`config.mk`:
```
export PLATFORM = sky130hd
export DESIGN_NAME = order_book_table
export DESIGN_NICKNAME = d
export VERILOG_FILES = /design/src/rtl/core/obt_pkg.sv /design/src/rtl/core/obt_cell.sv /design/src/rtl/core/order_book_table.sv
export SDC_FILE = /design/constraint.sdc
export NUM_CORES = 2
export LEC_CHECK = 0
export BUFFER_PORTS_ARGS = -buffer_cell sky130_fd_sc_hd__buf_4
export CAP_MARGIN = 0
export CELL_PAD_IN_SITES_DETAIL_PLACEMENT = 2
export CELL_PAD_IN_SITES_GLOBAL_PLACEMENT = 2
export CORE_MARGIN = 5
export CORE_UTILIZATION = 31
export DETAILED_ROUTE_END_ITERATION = 7
export GPL_ROUTABILITY_DRIVEN = 0
export PLACE_DENSITY_LB_ADDON = 0.1
export SYNTH_ARGS = -nofsm -noshare
export SYNTH_HDL_FRONTEND = slang
export SYNTH_SLANG_ARGS = --single-unit
```
`constraint.sdc`:
```
create_clock -name i_clk -period 7.75 [get_ports i_clk]
set_input_delay 0.775 -clock i_clk [delete_from_list [all_inputs] [get_ports i_clk]]
set_output_delay 0.775 -clock i_clk [all_outputs]
set_load 0.005 [all_outputs]
```
`src/rtl/core/obt_pkg.sv`:
```
`timescale 1ns / 1ps
`default_nettype none

package obt_pkg;

    // Book geometry and field widths
    localparam int BOOK_DEPTH  = 8;
    localparam int CNT_W       = $clog2(BOOK_DEPTH + 1);
    localparam int OP_W        = 2;
    localparam int STOCK_W     = 2;
    localparam int ID_W        = 31;
    localparam int PRICE_W     = 31;
    localparam int QTY_W       = 31;
    localparam int STATUS_W    = 3;
    localparam int COUNT_OUT_W = 4;

    // Only this book is kept
    localparam logic [STOCK_W-1:0] KEPT_STOCK = '0;

    typedef enum logic [OP_W-1:0] {
        OP_ADD      = 2'd0,
        OP_DECREASE = 2'd1
    } t_opcode;

    typedef enum logic [STATUS_W-1:0] {
        ST_ADDED     = 3'd0,
        ST_FULL      = 3'd1,
        ST_DECREASED = 3'd2,
        ST_REMOVED   = 3'd3,
        ST_NOT_FOUND = 3'd4,
        ST_IGNORED   = 3'd5
    } t_status;

    typedef enum logic {
        S_IDLE = 1'b0,
        S_EXEC = 1'b1
    } t_state;

    typedef struct packed {
        logic [OP_W-1:0]    opcode;
        logic [STOCK_W-1:0] book_sel;
        logic [ID_W-1:0]    order_ref;
        logic [PRICE_W-1:0] price;
        logic [QTY_W-1:0]   quantity;
    } t_in_item;

    typedef struct packed {
        logic [STATUS_W-1:0]    status;
        logic [PRICE_W-1:0]     best_price;
        logic [COUNT_OUT_W-1:0] entry_count;
        logic [QTY_W-1:0]       remaining_quantity;
    } t_out_item;

    // One table entry held by a cell
    typedef struct packed {
        logic [ID_W-1:0]    order_ref;
        logic [PRICE_W-1:0] price;
        logic [QTY_W-1:0]   quantity;
    } t_entry;

    // Command broadcast to every cell in the execute cycle
    typedef struct packed {
        logic               do_add;
        logic               do_dec;
        logic [ID_W-1:0]    order_ref;
        logic [PRICE_W-1:0] price;
        logic [QTY_W-1:0]   quantity;
    } t_cell_cmd;

    // Search result passed from each cell to its right-hand neighbour
    typedef struct packed {
        logic found;
        logic remove;
    } t_chain;

endpackage

`default_nettype wire

```
`src/rtl/core/obt_cell.sv`:
```
`timescale 1ns / 1ps
`default_nettype none

module obt_cell (
    input  wire logic                      i_clk,
    input  wire obt_pkg::t_cell_cmd        i_cmd,
    input  wire logic                      i_active,
    input  wire logic                      i_tail,
    input  wire obt_pkg::t_chain           i_chain,
    output obt_pkg::t_chain                o_chain,
    input  wire obt_pkg::t_entry           i_next,
    output obt_pkg::t_entry                o_entry,
    output logic [obt_pkg::QTY_W-1:0]      o_left
);
    import obt_pkg::*;

    t_entry           r_entry;
    t_entry           n_entry;
    logic             match;
    logic             hit;
    logic             short;
    logic             shift;
    logic [QTY_W-1:0] diff;

    // Compare this entry against the request and decide its role
    always_comb begin
        match = i_cmd.do_dec & i_active & (r_entry.order_ref == i_cmd.order_ref);
        hit   = match & ~i_chain.found;
        short = r_entry.quantity < i_cmd.quantity;
        diff  = r_entry.quantity - i_cmd.quantity;
        shift = (i_chain.found & i_chain.remove) | (hit & short);
    end

    // Pass the first-match result on to the next cell
    always_comb begin
        o_chain.found  = i_chain.found | match;
        o_chain.remove = i_chain.found ? i_chain.remove : (hit & short);
        o_left         = (hit & ~short) ? diff : '0;
    end

    // Next entry: load at the tail, take the neighbour on removal, or reduce
    always_comb begin
        n_entry = r_entry;
        if (i_cmd.do_add && i_tail) begin
            n_entry.order_ref = i_cmd.order_ref;
            n_entry.price     = i_cmd.price;
            n_entry.quantity  = i_cmd.quantity;
        end else if (shift) begin
            n_entry = i_next;
        end else if (hit) begin
            n_entry.quantity = diff;
        end
    end

    always_ff @(posedge i_clk) begin
        r_entry <= n_entry;
    end

    assign o_entry = r_entry;

endmodule

`default_nettype wire

```
`src/rtl/core/order_book_table.sv`:
```
// Order book table for a single stock.
// Input channel (i_in_valid / o_in_ready / i_in_data) carries add and
// decrease requests; the output channel (o_out_valid / i_out_ready /
// o_out_data) returns exactly one result per request, in order.
// A transfer on the input is registered, and in the execute step the row
// of cells compares every held id at once, resolves the first match along
// the cell chain, and either appends, reduces or removes an entry, shifting
// later entries down by one place in that same cycle.
// The request register holds the input and the result register holds the
// outcome; the register-then-execute sequence around the cell row keeps
// one request in flight at a time, so no new request is taken before it ends.
// The input is ready while the output register still holds an unread result;
// a request waits in its execute step until the output register is free, so
// a stalled receiver holds its result unchanged and eventually stops input.
// Reset empties the book, clears the best price to zero and drops any
// pending result; entry contents are not cleared.
`timescale 1ns / 1ps
`default_nettype none

module order_book_table (
    input  wire logic               i_clk,
    input  wire logic               i_rst_n,
    input  wire logic               i_in_valid,
    output logic                    o_in_ready,
    input  wire obt_pkg::t_in_item  i_in_data,
    output logic                    o_out_valid,
    input  wire logic               i_out_ready,
    output obt_pkg::t_out_item      o_out_data
);
    import obt_pkg::*;

    t_state               r_state;
    t_state               n_state;
    t_in_item             r_req;
    logic [CNT_W-1:0]     r_count;
    logic [CNT_W-1:0]     n_count;
    logic [PRICE_W-1:0]   r_top_price;
    logic [PRICE_W-1:0]   n_top_price;
    logic                 r_out_valid;
    t_out_item            r_out_data;

    logic                 go;
    logic                 in_xfer;
    logic                 kept;
    logic                 is_add;
    logic                 is_dec;
    logic                 full;
    t_status              status;
    t_cell_cmd            cmd;
    logic [QTY_W-1:0]     left;
    t_chain               chain [BOOK_DEPTH+1];
    t_entry               entry [BOOK_DEPTH];
    logic [QTY_W-1:0]     cell_left [BOOK_DEPTH];

    // Decode the registered request
    always_comb begin
        kept   = (r_req.book_sel == KEPT_STOCK);
        is_add = kept & (r_req.opcode == OP_ADD);
        is_dec = kept & (r_req.opcode == OP_DECREASE);
        full   = (r_count == CNT_W'(BOOK_DEPTH));
    end

    // Next-state logic
    always_comb begin
        n_state = r_state;
        case (r_state)
            S_IDLE: begin
                if (i_in_valid) begin
                    n_state = S_EXEC;
                end
            end
            S_EXEC: begin
                if (!r_out_valid || i_out_ready) begin
                    n_state = S_IDLE;
                end
            end
            default: n_state = S_IDLE;
        endcase
    end

    // Control outputs of the sequencer
    always_comb begin
        o_in_ready = 1'b0;
        go         = 1'b0;
        case (r_state)
            S_IDLE:  o_in_ready = 1'b1;
            S_EXEC:  go = ~r_out_valid | i_out_ready;
            default: begin
                o_in_ready = 1'b0;
                go         = 1'b0;
            end
        endcase
    end

    assign in_xfer = i_in_valid & o_in_ready;

    // Command broadcast to the cell row
    always_comb begin
        cmd.do_add    = go & is_add & ~full;
        cmd.do_dec    = go & is_dec;
        cmd.order_ref = r_req.order_ref;
        cmd.price     = r_req.price;
        cmd.quantity  = r_req.quantity;
    end

    assign chain[0] = '{found: 1'b0, remove: 1'b0};

    // Row of cells, each handing its entry down to the left on removal
    for (genvar k = 0; k < BOOK_DEPTH; k++) begin : g_cell
        t_entry next_entry;

        if (k == BOOK_DEPTH - 1) begin : g_last
            assign next_entry = entry[k];
        end else begin : g_mid
            assign next_entry = entry[k+1];
        end

        obt_cell u_cell (
            .i_clk    (i_clk),
            .i_cmd    (cmd),
            .i_active (CNT_W'(k) < r_count),
            .i_tail   (CNT_W'(k) == r_count),
            .i_chain  (chain[k]),
            .o_chain  (chain[k+1]),
            .i_next   (next_entry),
            .o_entry  (entry[k]),
            .o_left   (cell_left[k])
        );
    end

    // Remaining quantity comes from the single matching cell, zero elsewhere
    always_comb begin
        left = '0;
        for (int k = 0; k < BOOK_DEPTH; k++) begin
            left = left | cell_left[k];
        end
    end

    // Status, count and best price after this request
    always_comb begin
        status      = ST_IGNORED;
        n_count     = r_count;
        n_top_price = r_top_price;
        if (is_add) begin
            if (full) begin
                status = ST_FULL;
            end else begin
                status  = ST_ADDED;
                n_count = r_count + CNT_W'(1);
                if (r_req.price > r_top_price) begin
                    n_top_price = r_req.price;
                end
            end
        end else if (is_dec) begin
            if (!chain[BOOK_DEPTH].found) begin
                status = ST_NOT_FOUND;
            end else if (chain[BOOK_DEPTH].remove) begin
                status  = ST_REMOVED;
                n_count = r_count - CNT_W'(1);
            end else begin
                status = ST_DECREASED;
            end
        end
    end

    // Sequencer and book control state
    always_ff @(posedge i_clk) begin
        if (!i_rst_n) begin
            r_state     <= S_IDLE;
            r_count     <= '0;
            r_top_price <= '0;
            r_out_valid <= 1'b0;
        end else begin
            r_state <= n_state;
            if (go) begin
                r_count     <= n_count;
                r_top_price <= n_top_price;
                r_out_valid <= 1'b1;
            end else if (i_out_ready) begin
                r_out_valid <= 1'b0;
            end
        end
    end

    // Request capture and result register
    always_ff @(posedge i_clk) begin
        if (in_xfer) begin
            r_req <= i_in_data;
        end
        if (go) begin
            r_out_data.status             <= status;
            r_out_data.best_price         <= n_top_price;
            r_out_data.entry_count        <= COUNT_OUT_W'(n_count);
            r_out_data.remaining_quantity <= (status == ST_DECREASED) ? left : '0;
        end
    end

    assign o_out_valid = r_out_valid;
    assign o_out_data  = r_out_data;

endmodule

`default_nettype wire

```
==> metrics.csv <==
metric,value,unit
whs,0.227,ns
root_buffer,clkbuf_16,
final_common_cell,nand2_1,
cp_data_arrival_time,6.72,ns
post_cts_buffers,0,
tns,0,ns
cts_tree,done,
cts_buffer_depth,3,
drive_gt1_frac,0.114,
synth_top_area_cell,edfxtp_1,
grt_pass1_vias,42200,
path_buf_inv,2,
die_h,400,µm
synth_area_leaders,"edfxtp_1 42%, ha_1 7.5%, nand2_1 6.0%",
crit_chain,buf_4 -> inv_1 -> ha_1 -> nor2b_1 -> o31a_1 -> or4_1 -> a21oi_1 -> o311ai_1 -> a21oi_1 -> nor2_1 -> o21a_1 -> o21bai_2 -> nor2_1 -> a2111oi_0 -> o2111ai_1,
seqCellArea,20600,µm²
grt_overflow,0,
area_growth,14.1,%
fp-row-count,143,
yosysTopAreaCellShare,0.422,
routed_wl,199,mm
nFillCells,16600,
ys.warnings.count,0,
syn_inst,4833,
crit_required,8.10,ns
start_kind,register,
syn_area,47100,µm²
postSynth.asyncResetShare,0,
drtPass1Iterations,5,
start_util,0.311,
fmax,157,MHz
critPathKind,reg2reg,
num_vias,38700,
grt_max_degree,62,
drtAntennaViolNets,0,
synth_nets,5225,
synth_flop_cell,edfxtp_1,
setup_violations,0,
maxSlewHeadroom,0.176,
n_antenna_cell,0,
gr-usage-all-layers,0.244,
power_density,184,nW/µm²
synth_area_per_cell,9.75,µm²
clk_pin_slew,0.06,ns
io_pins,172,
die_w,400,µm
synth-seq-area-share,0.437,
cp_max_fo,13,
antenna_found_initial,5,
critical_path.top_delay_family,compound AO/OA/AOI/OAI gates,
grt_pass1_wl,288,mm
fp.coreArea,152000,µm²
synth_edf_count,662,
numCtsBuffers,89,
drv_cap,0,
cts_hold_buffers,0,
viasPerCell,5.48,
die-area,160000,µm²
finalNetCount,5357,
mostFrequentLayoutCells,"748 x nand2_1, 662 x edfxtp_1, 375 x a21oi_1, 311 x nor2_1, 283 x ha_1",
hold_viol_final,0,
drv_slew,0,
placedCellCount,6904,
drcViolationCount,0,
post_layout_nonfiller_instances,7065,
multiInputGateArea,25100,µm²
cpMaxStageDelayCell,a2111oi_0,
worst_slew_pin_slew,1.20,ns
power_leakage,20.2,nW
vdd_drop_max,0.191,mV
yosysUniqueCellTypes,101,
drt_iter0_drc,1941,
rsz0062_at_grt,no,
port_buffers,171,
post_drt_wl_per_cell,28.2,µm
cts-resized-gates,0,
dp.final_hpwl,156,mm
finClkSkew,0.0569,ns
cts_htree_levels,3,
cp-end-kind,register,
fin_crit_sh,0.821,
status,"complete, no violations",
hold_class,in2reg,
max_stage_delay,1.05,ns
min_period,6.36,ns
clock_latency,0.73,ns
ys_seq_elements,699,
clock_sinks,699,
state kept, by name, summed over array words and instances, names as in the netlist:
signal / count
g_cell.u_cell.o_entry: 496
r_req: 4
o_out_valid: 1
r_state: 1
r_count: 4
cmd: 93
o_out_data: 69
r_top_price: 31
metrics by stage:
stage / total power, W / area (µm²) / utilization / worst slack (ns)
4_1_cts: 0.0100 / 53800 / 0.355 / 1.37
3_5_place_dp: 0.00580 / 50900 / 0.336 / 1.40
3_3_place_gp: 0.00577 / 50900 / 0.336 / 1.45
6_report: 0.00987 / 53800 / 0.355 / 1.39
2_1_floorplan: 0.00522 / 47100 / - / 1.88
5_1_grt: 0.0103 / 53800 / 0.355 / 1.26
synth_stat cells, types with 46 or more instances:
library cell	number
nor4_1	48
o21a_1	47
xnor2_1	270
nand2_1	749
nand4_1	95
a211oi_1	80
a21oi_1	375
mux2i_1	113
inv_1	142
ha_1	283
clkbuf_1	163
buf_2	46
nor2_1	312
o21ai_0	271
mux2_2	100
nand2b_1	58
edfxtp_1	662
nor3_1	58
a21o_1	111
xor2_1	182
nor2b_1	46
nand3_1	56
cell families (layout without fill, tap and decap cells):
family,Yosys count,count (layout),synth area share
adder cells (fa/ha/maj),291,291,0.0785
multiplexers,213,213,0.0479
XOR/XNOR,452,452,0.0840
AND/OR/NAND/NOR,1574,1574,0.154
AO/OA/AOI/OAI,1220,1220,0.165
buffers and inverters,384,586,0.0330
flip-flops,699,699,0.437
worst reg2reg max path: cells and delay by family (launching register included):
kind                       cells  cell delay, ns
AOI/OAI and AO/OA              8            3.67
adders and majority gates      1            0.37
buffers and inverters          2            0.78
DFF                            1            0.36
and+or+nand+nor                4            0.82
layout make-up:
| class | count | share of cell area |
|---|---|---|
| Timing Repair Buffer | 281 | 0.0392 |
| Clock buffer | 122 | 0.0452 |
| Clock inverter | 39 | 0.00768 |
| Sequential cell | 699 | 0.383 |
| Multi-Input combinational cell | 3750 | 0.467 |
| Tap cell | 2030 | 0.0472 |
| Inverter | 144 | 0.0101 |
power by group:
| group | total [W] | internal [W] | switching [W] |
|---|---|---|---|
| clock | 0.00417 | 0.00234 | 0.00182 |
| sequential | 0.00429 | 0.00421 | 0.0000814 |
| combinational | 0.00141 | 0.000516 | 0.000899 |
| total | 0.00987 | 0.00707 | 0.00280 |
path summary, 6_finish.rpt:
path	startpoint	end	slack, ns	cells past startpoint
max reg2reg	cmd[1]	o_out_data[26]	1.39	15
max	cmd[1]	o_out_data[26]	1.39	15
min reg2reg	r_top_price[26]	r_top_price[26]	0.45	2
min	i_in_data[40]	cmd[40]	0.23	1
metal layers:
layer  up-vias  routed length (µm)  GRT usage
met4         0               10400      0.109
met5         -                   0          0
met1     19700               77800      0.270
li1      18000                   -          -
met3       306                5040     0.0242
met2       638              106000      0.468
Power figures use the tool's default switching activity.
